==> config.mk <==
export PLATFORM = sky130hd
export DESIGN_NAME = four_op_token_pipeline
export DESIGN_NICKNAME = d
export VERILOG_FILES = /design/src/rtl/ftp_pkg.sv /design/src/rtl/four_op_token_pipeline.sv /design/src/rtl/ftp_in_reg.sv /design/src/rtl/ftp_core.sv /design/src/rtl/ftp_out_reg.sv
export SDC_FILE = /design/constraint.sdc
export NUM_CORES = 2
export LEC_CHECK = 0
export ABC_AREA = 1
export BUFFER_PORTS_ARGS = -buffer_cell sky130_fd_sc_hd__buf_2
export CORE_UTILIZATION = 45
export CTS_BUF_LIST = sky130_fd_sc_hd__clkbuf_8
export DETAILED_ROUTE_END_ITERATION = 12
export GPL_TIMING_DRIVEN = 0
export PLACE_DENSITY = 0.7
export SYNTH_ARGS = -nofsm -noshare
export SYNTH_HDL_FRONTEND = slang
export SYNTH_HIERARCHICAL = 1
export SYNTH_SLANG_ARGS = --single-unit
==> constraint.sdc <==
create_clock -name i_clk -period 21.8 [get_ports i_clk]
set_clock_uncertainty 0.1 [all_clocks]
set_input_delay 4.36 -clock i_clk [delete_from_list [all_inputs] [get_ports i_clk]]
set_output_delay 4.36 -clock i_clk [all_outputs]
set_load 0.05 [all_outputs]
==> src/rtl/ftp_pkg.sv <==
// ftp_pkg: shared types and constants for the four-op token pipeline
// no dependencies; used by every module of the block
package ftp_pkg;

    localparam int DATA_W    = 32;
    localparam int REG_COUNT = 16;
    localparam int REG_AW    = $clog2(REG_COUNT);

    localparam int IQ_DEPTH = 16;
    localparam int IQ_AW    = $clog2(IQ_DEPTH);
    localparam int IQ_CW    = $clog2(IQ_DEPTH + 1);

    localparam int WB_DEPTH = 4;
    localparam int WB_CW    = $clog2(WB_DEPTH + 1);

    localparam int IN_TDATA_W  = 80;
    localparam int IN_TUSER_W  = 3;
    localparam int OUT_TDATA_W = 104;
    localparam int OUT_TUSER_W = 2;

    typedef enum logic [1:0] {
        ACT_PRELOAD = 2'd0,
        ACT_ENQUEUE = 2'd1,
        ACT_STEP    = 2'd2
    } t_action;

    typedef enum logic [1:0] {
        OP_ADD = 2'd0,
        OP_SUB = 2'd1,
        OP_MUL = 2'd2,
        OP_ST  = 2'd3
    } t_opcode;

    typedef struct packed {
        t_opcode            op;
        logic [REG_AW-1:0]  dst;
        logic [REG_AW-1:0]  s1;
        logic [REG_AW-1:0]  s2;
        logic [DATA_W-1:0]  imm;
    } t_instr;

    typedef struct packed {
        t_action            action;
        logic               instr_valid;
        t_instr             instr;
        logic [DATA_W-1:0]  preload_value;
    } t_in_item;

    typedef struct packed {
        logic               valid;
        t_opcode            op;
        logic [REG_AW-1:0]  dst;
        logic [DATA_W-1:0]  a;
        logic [DATA_W-1:0]  b;
    } t_stage;

    typedef struct packed {
        logic               valid;
        logic [REG_AW-1:0]  dst;
        logic [DATA_W-1:0]  value;
    } t_addr_stage;

    typedef struct packed {
        logic [REG_AW-1:0]  idx;
        logic [DATA_W-1:0]  val;
    } t_wb;

    typedef struct packed {
        logic               reg_write_valid;
        logic [REG_AW-1:0]  reg_write_index;
        logic [DATA_W-1:0]  reg_write_value;
        logic               mem_write_valid;
        logic [DATA_W-1:0]  mem_write_addr;
        logic [DATA_W-1:0]  mem_write_value;
        logic               pipeline_empty;
        logic               queue_full;
    } t_result;

endpackage

==> src/rtl/four_op_token_pipeline.sv <==
// four_op_token_pipeline: top level of the four-op token pipeline
// instantiates ftp_in_reg, ftp_core and ftp_out_reg; depends on ftp_pkg
//
// Each slave transaction preloads a register, enqueues an instruction, or
// advances the ADD/SUB/MUL/ST pipeline by one step, and gives exactly one
// master transaction carrying the register write, the emitted store and the
// status flags. One item is taken per clock cycle unless the master stalls;
// it passes the input register and the result register, with the whole step
// applied between them (its longest path is the 32x32 multiply feeding the
// writeback queue). Both writes are reported; only register writes are kept.
module four_op_token_pipeline (
    input  logic                            i_clk,
    input  logic                            i_rst_n,
    input  logic                            s_tvalid,
    output logic                            s_tready,
    // opcode, dest_reg, src1_reg, src2_reg, immediate, preload_value, zero pad
    input  logic [ftp_pkg::IN_TDATA_W-1:0]  s_tdata,
    // action, instr_valid
    input  logic [ftp_pkg::IN_TUSER_W-1:0]  s_tuser,
    output logic                            m_tvalid,
    input  logic                            m_tready,
    // reg_write_index, reg_write_value, mem_write_addr, mem_write_value,
    // pipeline_empty, queue_full, zero pad
    output logic [ftp_pkg::OUT_TDATA_W-1:0] m_tdata,
    // reg_write_valid, mem_write_valid
    output logic [ftp_pkg::OUT_TUSER_W-1:0] m_tuser
);

    ftp_pkg::t_in_item in_item, core_item;
    ftp_pkg::t_result  core_result, out_result;
    logic              core_valid, out_ready, fire;

    always_comb begin
        in_item.action        = ftp_pkg::t_action'(s_tuser[1:0]);
        in_item.instr_valid   = s_tuser[2];
        in_item.instr.op      = ftp_pkg::t_opcode'(s_tdata[1:0]);
        in_item.instr.dst     = s_tdata[5:2];
        in_item.instr.s1      = s_tdata[9:6];
        in_item.instr.s2      = s_tdata[13:10];
        in_item.instr.imm     = s_tdata[45:14];
        in_item.preload_value = s_tdata[77:46];
    end

    assign fire = core_valid && out_ready;

    ftp_in_reg u_in_reg (
        .i_clk   (i_clk),
        .i_rst_n (i_rst_n),
        .i_valid (s_tvalid),
        .o_ready (s_tready),
        .i_item  (in_item),
        .o_valid (core_valid),
        .o_item  (core_item),
        .i_take  (fire)
    );

    ftp_core u_core (
        .i_clk    (i_clk),
        .i_rst_n  (i_rst_n),
        .i_fire   (fire),
        .i_item   (core_item),
        .o_result (core_result)
    );

    ftp_out_reg u_out_reg (
        .i_clk    (i_clk),
        .i_rst_n  (i_rst_n),
        .i_valid  (core_valid),
        .i_result (core_result),
        .o_ready  (out_ready),
        .o_valid  (m_tvalid),
        .o_result (out_result),
        .i_ready  (m_tready)
    );

    assign m_tdata = {2'b00,
                      out_result.queue_full,
                      out_result.pipeline_empty,
                      out_result.mem_write_value,
                      out_result.mem_write_addr,
                      out_result.reg_write_value,
                      out_result.reg_write_index};
    assign m_tuser = {out_result.mem_write_valid, out_result.reg_write_valid};

endmodule

==> src/rtl/ftp_in_reg.sv <==
// ftp_in_reg: input register that holds one accepted transaction
// depends on ftp_pkg
module ftp_in_reg (
    input  logic              i_clk,
    input  logic              i_rst_n,
    input  logic              i_valid,
    output logic              o_ready,
    input  ftp_pkg::t_in_item i_item,
    output logic              o_valid,
    output ftp_pkg::t_in_item o_item,
    input  logic              i_take
);

    logic              r_valid;
    ftp_pkg::t_in_item r_item;

    assign o_ready = !r_valid || i_take;
    assign o_valid = r_valid;
    assign o_item  = r_item;

    always_ff @(posedge i_clk) begin
        if (!i_rst_n) begin
            r_valid <= 1'b0;
        end else if (o_ready) begin
            r_valid <= i_valid;
        end
    end

    always_ff @(posedge i_clk) begin
        if (i_valid && o_ready) begin
            r_item <= i_item;
        end
    end

endmodule

==> src/rtl/ftp_core.sv <==
// ftp_core: register file, instruction queue, pipeline stages and writeback queue
// one item is applied per fire; depends on ftp_pkg
module ftp_core (
    input  logic              i_clk,
    input  logic              i_rst_n,
    input  logic              i_fire,
    input  ftp_pkg::t_in_item i_item,
    output ftp_pkg::t_result  o_result
);

    localparam int DW = ftp_pkg::DATA_W;

    logic [DW-1:0]                 r_rf [ftp_pkg::REG_COUNT];
    ftp_pkg::t_instr               r_iq [ftp_pkg::IQ_DEPTH];
    logic [ftp_pkg::IQ_AW-1:0]     r_head, n_head;
    logic [ftp_pkg::IQ_CW-1:0]     r_count, n_count;
    ftp_pkg::t_stage               r_issue, n_issue;
    ftp_pkg::t_stage               r_arith, n_arith;
    ftp_pkg::t_stage               r_mul, n_mul;
    ftp_pkg::t_stage               r_store, n_store;
    ftp_pkg::t_addr_stage          r_addr, n_addr;
    ftp_pkg::t_wb                  r_wb [ftp_pkg::WB_DEPTH];
    ftp_pkg::t_wb                  n_wb [ftp_pkg::WB_DEPTH];
    logic [ftp_pkg::WB_CW-1:0]     r_wb_count, n_wb_count;

    logic                          is_step;
    logic                          wb_pop;
    ftp_pkg::t_wb                  wb_head;
    ftp_pkg::t_instr               head_instr;
    logic [DW-1:0]                 rd_a, rd_b, rd_st;
    logic [DW-1:0]                 mul_lo;
    logic [DW-1:0]                 arith_res;
    logic                          push_m, push_a;
    logic                          iq_pop, push_req, iq_full, iq_push;
    logic [ftp_pkg::IQ_AW-1:0]     head1, slot;
    logic [ftp_pkg::IQ_CW-1:0]     count1;
    logic [ftp_pkg::IQ_CW:0]       slot_sum;
    logic [ftp_pkg::WB_CW-1:0]     wb_c1, wb_c2;
    logic                          m_ok, a_ok;
    logic                          rf_we;
    logic [ftp_pkg::REG_AW-1:0]    rf_waddr;
    logic [DW-1:0]                 rf_wdata;

    assign is_step    = (i_item.action == ftp_pkg::ACT_STEP);
    assign wb_pop     = is_step && (r_wb_count != '0);
    assign wb_head    = r_wb[0];
    assign head_instr = r_iq[r_head];

    // register reads see this step's writeback
    assign rd_a  = (wb_pop && wb_head.idx == head_instr.s1) ? wb_head.val : r_rf[head_instr.s1];
    assign rd_b  = (wb_pop && wb_head.idx == head_instr.s2) ? wb_head.val : r_rf[head_instr.s2];
    assign rd_st = (wb_pop && wb_head.idx == r_addr.dst) ? wb_head.val : r_rf[r_addr.dst];

    assign mul_lo    = r_mul.a * r_mul.b;
    assign arith_res = (r_arith.op == ftp_pkg::OP_SUB) ? (r_arith.a - r_arith.b)
                                                       : (r_arith.a + r_arith.b);
    assign push_m    = is_step && r_mul.valid;
    assign push_a    = is_step && r_arith.valid && (r_arith.op != ftp_pkg::OP_MUL);

    // instruction queue
    assign iq_pop   = is_step && (r_count != '0);
    assign head1    = !iq_pop ? r_head
                    : (r_head == ftp_pkg::IQ_AW'(ftp_pkg::IQ_DEPTH - 1)) ? '0
                    : r_head + 1'b1;
    assign count1   = r_count - ftp_pkg::IQ_CW'(iq_pop);
    assign push_req = (i_item.action == ftp_pkg::ACT_ENQUEUE) ||
                      (is_step && i_item.instr_valid);
    assign iq_full  = (count1 == ftp_pkg::IQ_CW'(ftp_pkg::IQ_DEPTH));
    assign iq_push  = push_req && !iq_full;
    assign slot_sum = (ftp_pkg::IQ_CW + 1)'(head1) + (ftp_pkg::IQ_CW + 1)'(count1);
    assign slot     = (slot_sum >= (ftp_pkg::IQ_CW + 1)'(ftp_pkg::IQ_DEPTH))
                    ? ftp_pkg::IQ_AW'(slot_sum - (ftp_pkg::IQ_CW + 1)'(ftp_pkg::IQ_DEPTH))
                    : ftp_pkg::IQ_AW'(slot_sum);
    assign n_head   = head1;
    assign n_count  = count1 + ftp_pkg::IQ_CW'(iq_push);

    // writeback queue: pop front, then multiply result, then add/sub result
    assign wb_c1      = r_wb_count - ftp_pkg::WB_CW'(wb_pop);
    assign m_ok       = push_m && (wb_c1 < ftp_pkg::WB_CW'(ftp_pkg::WB_DEPTH));
    assign wb_c2      = wb_c1 + ftp_pkg::WB_CW'(m_ok);
    assign a_ok       = push_a && (wb_c2 < ftp_pkg::WB_CW'(ftp_pkg::WB_DEPTH));
    assign n_wb_count = wb_c2 + ftp_pkg::WB_CW'(a_ok);

    always_comb begin
        for (int i = 0; i < ftp_pkg::WB_DEPTH; i++) begin
            n_wb[i] = r_wb[i];
        end
        if (wb_pop) begin
            for (int i = 0; i < ftp_pkg::WB_DEPTH - 1; i++) begin
                n_wb[i] = r_wb[i + 1];
            end
        end
        for (int i = 0; i < ftp_pkg::WB_DEPTH; i++) begin
            if (m_ok && wb_c1 == ftp_pkg::WB_CW'(i)) begin
                n_wb[i].idx = r_mul.dst;
                n_wb[i].val = mul_lo;
            end
            if (a_ok && wb_c2 == ftp_pkg::WB_CW'(i)) begin
                n_wb[i].idx = r_arith.dst;
                n_wb[i].val = arith_res;
            end
        end
    end

    // stage movement
    always_comb begin
        n_issue = r_issue;
        n_arith = r_arith;
        n_mul   = r_mul;
        n_store = r_store;
        n_addr  = r_addr;
        if (is_step) begin
            n_addr.valid = r_store.valid;
            n_addr.dst   = r_store.dst;
            n_addr.value = r_store.a + r_store.b;

            n_store       = r_issue;
            n_store.valid = r_issue.valid && (r_issue.op == ftp_pkg::OP_ST);
            n_arith       = r_issue;
            n_arith.valid = r_issue.valid && (r_issue.op != ftp_pkg::OP_ST);

            n_mul       = r_arith;
            n_mul.valid = r_arith.valid && (r_arith.op == ftp_pkg::OP_MUL);

            n_issue.valid = iq_pop;
            n_issue.op    = head_instr.op;
            n_issue.dst   = head_instr.dst;
            n_issue.a     = rd_a;
            n_issue.b     = (head_instr.op == ftp_pkg::OP_ST) ? head_instr.imm : rd_b;
        end
    end

    assign rf_we    = (i_item.action == ftp_pkg::ACT_PRELOAD) || wb_pop;
    assign rf_waddr = wb_pop ? wb_head.idx : i_item.instr.dst;
    assign rf_wdata = wb_pop ? wb_head.val : i_item.preload_value;

    always_comb begin
        o_result.reg_write_valid = wb_pop;
        o_result.reg_write_index = wb_pop ? wb_head.idx : '0;
        o_result.reg_write_value = wb_pop ? wb_head.val : '0;
        o_result.mem_write_valid = is_step && r_addr.valid;
        o_result.mem_write_addr  = (is_step && r_addr.valid) ? r_addr.value : '0;
        o_result.mem_write_value = (is_step && r_addr.valid) ? rd_st : '0;
        o_result.pipeline_empty  = (n_count == '0) && !n_issue.valid && !n_arith.valid &&
                                   !n_mul.valid && !n_store.valid && !n_addr.valid &&
                                   (n_wb_count == '0);
        o_result.queue_full      = push_req && iq_full;
    end

    always_ff @(posedge i_clk) begin
        if (!i_rst_n) begin
            r_head        <= '0;
            r_count       <= '0;
            r_wb_count    <= '0;
            r_issue.valid <= 1'b0;
            r_arith.valid <= 1'b0;
            r_mul.valid   <= 1'b0;
            r_store.valid <= 1'b0;
            r_addr.valid  <= 1'b0;
            for (int i = 0; i < ftp_pkg::REG_COUNT; i++) begin
                r_rf[i] <= '0;
            end
        end else if (i_fire) begin
            r_head     <= n_head;
            r_count    <= n_count;
            r_wb_count <= n_wb_count;
            r_issue    <= n_issue;
            r_arith    <= n_arith;
            r_mul      <= n_mul;
            r_store    <= n_store;
            r_addr     <= n_addr;
            if (rf_we) begin
                r_rf[rf_waddr] <= rf_wdata;
            end
        end
    end

    always_ff @(posedge i_clk) begin
        if (i_fire) begin
            for (int i = 0; i < ftp_pkg::WB_DEPTH; i++) begin
                r_wb[i] <= n_wb[i];
            end
            if (iq_push) begin
                r_iq[slot] <= i_item.instr;
            end
        end
    end

endmodule

==> src/rtl/ftp_out_reg.sv <==
// ftp_out_reg: result register toward the master side
// depends on ftp_pkg
module ftp_out_reg (
    input  logic             i_clk,
    input  logic             i_rst_n,
    input  logic             i_valid,
    input  ftp_pkg::t_result i_result,
    output logic             o_ready,
    output logic             o_valid,
    output ftp_pkg::t_result o_result,
    input  logic             i_ready
);

    logic             r_valid;
    ftp_pkg::t_result r_result;

    assign o_ready  = !r_valid || i_ready;
    assign o_valid  = r_valid;
    assign o_result = r_result;

    always_ff @(posedge i_clk) begin
        if (!i_rst_n) begin
            r_valid <= 1'b0;
        end else if (o_ready) begin
            r_valid <= i_valid;
        end
    end

    always_ff @(posedge i_clk) begin
        if (i_valid && o_ready) begin
            r_result <= i_result;
        end
    end

endmodule

* Yosys cells after proc, flatten, opt, wreduce, memory -nomap -nowiden *
Memory sizes are Yosys's and may differ from the RTL's. A register that Yosys moved wholly into a read port is not among the register bits.
Cells that the tools add are included.

word-level totals
  output and inout port bits = 108
  flip-flop bits (word level) = 446
  word-level logic and storage cells = 169
  memories kept = 3
  memory bits (read-only) = 0
  memory bits (writable) = 1392
  bits in latches = 0

cells by class
  reduce and logical (&&, ||, !) cells = 54
  shifts and indexed selects = 0
  add/sub/neg operators = 10
  magnitude comparators = 3
  multiplexer cells = 40
  eq/ne operators = 19
  multiply operators = 1
  div/mod/pow operators = 0
  bitwise operators = 0

memories
  memory       depth  width  read ports  clocked after Yosys merged registers in  write ports  RTL line        source
  u_core.r_iq  16     46     1           1                                        1            ftp_core.sv:14  ftp_pkg::t_instr r_iq [ftp_pkg::IQ_DEPTH];
  u_core.r_rf  16     32     3           1                                        16           ftp_core.sv:13  logic [DW-1:0] r_rf [ftp_pkg::REG_COUNT];
  u_core.r_wb  4      36     4           0                                        4            ftp_core.sv:22  ftp_pkg::t_wb r_wb [ftp_pkg::WB_DEPTH];

operators with widths
  operator                                                               number
  36-bit 2-to-1 mux                                                      8
  71-bit 2-to-1 mux                                                      4
  32-bit 2-to-1 mux                                                      7
  108-bit 2-to-1 mux                                                     1
  37-bit 2-to-1 mux                                                      1
  1-bit logical AND                                                      33
  32-bit adder                                                           1
  32-bit by 32-bit multiplier with 32-bit output                         1
  4-bit 2-to-1 mux                                                       8
  32-bit OR reduction                                                    1
  32-bit subtractor                                                      1
  3-bit by 2-bit == test with 1-bit output, second input constant        4
  4-bit == test                                                          3
  1-bit 2-to-1 mux                                                       11
  3-bit zero test                                                        3
  2-bit == test, second input constant                                   4
  1-bit zero test                                                        8
  3-bit by 1-bit adder with 3-bit output                                 2
  4-bit by 5-bit adder with 6-bit output                                 1
  3-bit by 1-bit == test with 1-bit output, second input constant        2
  6-bit by 5-bit >= comparator with 1-bit output, second input constant  1
  3-bit less-than comparator, second input constant                      2
  5-bit by 1-bit adder with 5-bit output                                 1
  5-bit == test, second input constant                                   1
  13 further kinds                                                       18

* Longest topological paths before layout *
  depth in word-level cells = 14
  mapped depth = 37

* Cells and area by module *
Netlist, hierarchy kept.

modules (own cells, without submodules)
  module                  instances  area an instance (um^2)  sequential area each (um^2)  cells an instance
  ftp_core                1          99892.1                  49507.5                      10798
  ftp_out_reg             1          3174.3                   3143.0                       111
  ftp_in_reg              1          2483.6                   2452.4                       88
  four_op_token_pipeline  1          26.3                     0.0                          5

* Least setup slack after synthesis *
Ideal clock, no wire load.

  kind = input to register
  start = input port i_rst_n
  end = register (tool-made name)
  setup slack = 5154 ps
  stages on the path = 5
  setup time = 129 ps
  data arrival time = 16417 ps
  path through = clkbuf_1 > nand2_1 > nor2_1 > inv_1 > o21ai_0

RTL lines
  item                RTL line                      source
  start: declaration  four_op_token_pipeline.sv:13  input logic i_rst_n,

* Final worst setup path *
  start = input port m_tready
  end = output port s_tready

on the way
  longest elaborated chain between the ends = 3

ends and longest elaborated chain
  item                RTL line                      source
  start: declaration  four_op_token_pipeline.sv:21  input logic m_tready,
  1-bit logical OR    ftp_out_reg.sv:17             assign o_ready = !r_valid || i_ready;
  net out_ready       four_op_token_pipeline.sv:31  logic core_valid, out_ready, fire;
  1-bit logical AND   four_op_token_pipeline.sv:44  assign fire = core_valid && out_ready;
  net fire            four_op_token_pipeline.sv:31
  1-bit logical OR    ftp_in_reg.sv:17              assign o_ready = !r_valid || i_take;
  end: declaration    four_op_token_pipeline.sv:15  output logic s_tready,

The timed path passes the listed nets, and every way through them passes these cells.

==> run summary <==
- **setup violation total in the final timing report** 0
- **IR Drop Worst-Case VDD** 0.2128 mV
- **maximum operating frequency** 101.7 MHz
- **total routing usage reported by global routing** 0.4161
- **number of hold buffers added after CTS** 0
- **clock tree from TritonCTS** built
- **Most used DFF post-synth** edfxtp_1
- **global route overflow** 0
- **critical path launch point** m_tready
- **clock tree buffer depth** 4
- **endpoint kind of the worst setup timing path** primary output
- **H-Tree Level Count** 5
- **Detailed Route Iter0 Violations** 16.48k
- **register-to-register setup slack** 12560 ps
- **total power draw** 11.40 mW
- **Maximum Capacitance Violations** 21
- **floorplan die area** 0.2366 mm^2
- **Slew headroom** -0.1429
- **number of design rule violations left after detail routing** 0
- **top cell types by occurrence after synthesis** nand2_1 (1948), edfxtp_1 (1817), inv_1 (1405), nor2_1 (1235), o21ai_0 (845)
- **most common cell in the netlist** nand2_1
- **top-level port count** 195
- **cell area reported after detailed placement** 0.1120 mm^2
- **standard-cell rows** 177
- **Post-CTS Repair Setup Buffers** 0
- **worst path setup slack after routing** 11960 ps
- **number of warnings printed during yosys synthesis** 6
- **Core Region** 0.2330 mm^2
- **horizontal die dimension** 486.4 um
- **endpoint required time on the critical path** 17340 ps
- **root buffer cell** clkbuf_8
- **setup total negative slack** 0 ps
- **area of the mapped netlist** 0.1056 mm^2
- **class of the tightest hold or removal check** flip-flop to flip-flop
- **top area cells in the synthesized netlist** edfxtp_1 (52%), fa_1 (7.8%), nand2_1 (6.9%)
- **setup slack after placement** 12000 ps
- **Register-to-Register Path Depth** 26
- **number of iterations in the first detailed-routing pass** 8
- **Seq/Total Area, Yosys** 0.5219
- **Setup Crit Path Kind** input pin to primary output
- **result of the run** finished with violations
- **insertion delay to the later sink of the worst-skew pair** 1160 ps
- **share of Yosys cell area claimed by the top area cell type** 0.5168
- **setup repair after global routing missed its margin** false
- **number of antenna violations at the first check in global routing** 41
- **CTS buffer count** 332
- **crit path DAT** 5380 ps
- **count of flip-flops with a built-in enable after synthesis** 1817
- **proportion of synthesized flip-flops having asynchronous set or reset** 0
- **Die Ht** 486.4 um
- **PwrDens** 96.69 mW/mm^2
- **Setup crit end** s_tready
- **final worst path period need** 9837 ps
- **quantity of gates resized following cts** 0
- **clock sink count** 1844
- **starting density of the core** 0.4532
- **number of instances in the synthesized netlist** 11.00k
- **number of nets with antenna violations after routing** 0
- **Nets** 12.28k
- **detailed-route wire length per cell** 33.54 um
- **final routed wirelength across all metal layers** 502000 um
- **vias after detailed routing** 94.51k
- **layout overhead on the synthesized area** 11.72%
- **vias in the first global route** 88.95k
- **fraction of final layout cells with drive strength greater than 1** 0.09169
- **post-DR vias/cell** 6.314
- **global-route wire length before repair** 682800 um
- **WHS** 246.3 ps
- **Max FO, Critical Path** 3
- **number of unique standard cell types used by synthesis** 55
- **worst reg2reg path startpoint** u_core/r_mul[37]
- **count of buffers inserted at the top-level ports** 190
- **gpl congestion** 1.075
- **Yosys top cell by area** edfxtp_1
- **detailed-placement wirelength estimate** 364100 um
- **Critical Path Source Type** input pin
- **violations in the final reports** capacitance limit, slew limit
- **design area** 0.1179 mm^2
- **synthesized area divided by synthesized cell count** 9.596 um^2
- **flip-flop and latch count after synthesis** 1844
- **maximum number of pins on one net before global-route repair** 38
- **total count of hold-check failures in the final report** 0
- **worst slew pin tran** 1714 ps
- **pins over their slew limit** 221
- **Tcrit/Tclk final** 0.4512
- **capturing point of the worst reg2reg path** u_core/r_wb[0][24]
- **worst hold path stage count** 0
- **reported leakage power** 48.66 nW
- **clock slew at reported path FFs** 60 ps
## state kept, by name, summed over array words and instances (netlist names), named ones only
| name | flops |
|---|---|
| u_core/r_count | 5 |
| u_core/r_store | 71 |
| u_core/r_rf | 512 |
| u_in_reg/o_item | 81 |
| u_core/r_issue | 71 |
| u_core/r_wb_count | 3 |
| u_core/r_head | 4 |
| u_out_reg/o_result | 104 |
| u_in_reg/o_valid | 1 |
| u_out_reg/o_valid | 1 |
| u_core/r_mul | 65 |
| u_core/r_addr | 37 |
| u_core/r_iq | 736 |
| u_core/r_arith | 1 |
| u_core/r_wb | 144 |
## final cells by class
cell class,count,area [um^2]
Antenna cell,24,60.06
Buffer,763,3292
Clock buffer,340,4679
Clock inverter,219,1127
Fill cell,21772,115000
Inverter,1426,5353
Multi-Input combinational cell,6970,42170
Sequential cell,1844,55100
Tap cell,3132,3919
Timing Repair Buffer,250,2247
## stage by stage
step,utilization,std cells
finish,0.5063,14968
global route,0.5060,14948
CTS,0.5058,14942
detailed placement,0.4809,14383
global placement,0.4741,14325
floorplan,-,11003
## cells by family (layout without fill, tap and decap cells)
family	Yosys count	count (layout)	synth area share
AND/OR/NAND/NOR	4022	4022	0.1550
buffers and inverters	2189	2998	0.08169
AO/OA/AOI/OAI	2234	2234	0.1309
multiplexers	33	33	0.003129
adder cells (fa/ha/maj)	610	610	0.1015
XOR/XNOR	69	69	0.005724
other	1	26	0.00003552
flip-flops	1844	1844	0.5219
## placed cells by master, fill, tap and decap left out, types with 33 or more instances in the layout
cell type and count:
nand2_1 1932, edfxtp_1 1817, inv_1 1489, nor2_1 1217, o21ai_0 845, nand3_1 680, o211ai_1 606, clkbuf_1 440
buf_2 419, fa_1 411, clkbuf_8 340, a21oi_1 313, ha_1 199, o221ai_1 110, a211oi_1 95, o22ai_1 77
or2_2 75, clkinv_1 74, xor2_1 56, clkinv_2 45, buf_1 45, o21ai_1 44, buf_12 44, mux2i_1 33
## report_power, final
| part | switching [mW] | leakage, nW | total (mW) | internal, mW |
|---|---|---|---|---|
| clock | 1.50 | 3.29 | 3.02 | 1.51 |
| combinational | 3.22 | 28.0 | 4.25 | 1.03 |
| sequential | 0.0695 | 17.4 | 4.14 | 4.07 |
| total | 4.79 | 48.7 | 11.4 | 6.61 |
## worst max-delay path, cell delays in order
cell and delay, ps:
buf_2 80, inv_2 50, nand2_2 80, nand2_1 60
inv_1 290, inv_2 110, nand2_2 90, buf_2 260
## how the worst min path moves through the flow
stage | startpoint | to | slack (ps)
4_1_cts | u_core/r_issue[34] | u_core/r_store[34] | 270
6_report | u_core/r_issue[43] | u_core/r_store[43] | 250
2_1_floorplan | u_core/r_issue[0] | u_core/r_store[0] | 300
3_3_place_gp | u_core/r_issue[2] | u_core/r_store[2] | 300
3_5_place_dp | u_core/r_issue[12] | u_core/r_store[12] | 300
5_1_grt | u_core/r_issue[34] | u_core/r_store[34] | 300
## layer usage
layer,global-route usage,part of all wire,up-vias
met3,0.1485,0.15,1671
met4,0.2453,0.070,22
met5,0.004695,0.00057,-
met2,0.5856,0.41,7840
li1,-,-,38564
met1,0.5495,0.38,46411
Note: power is estimated with default switching activity, not from simulation.
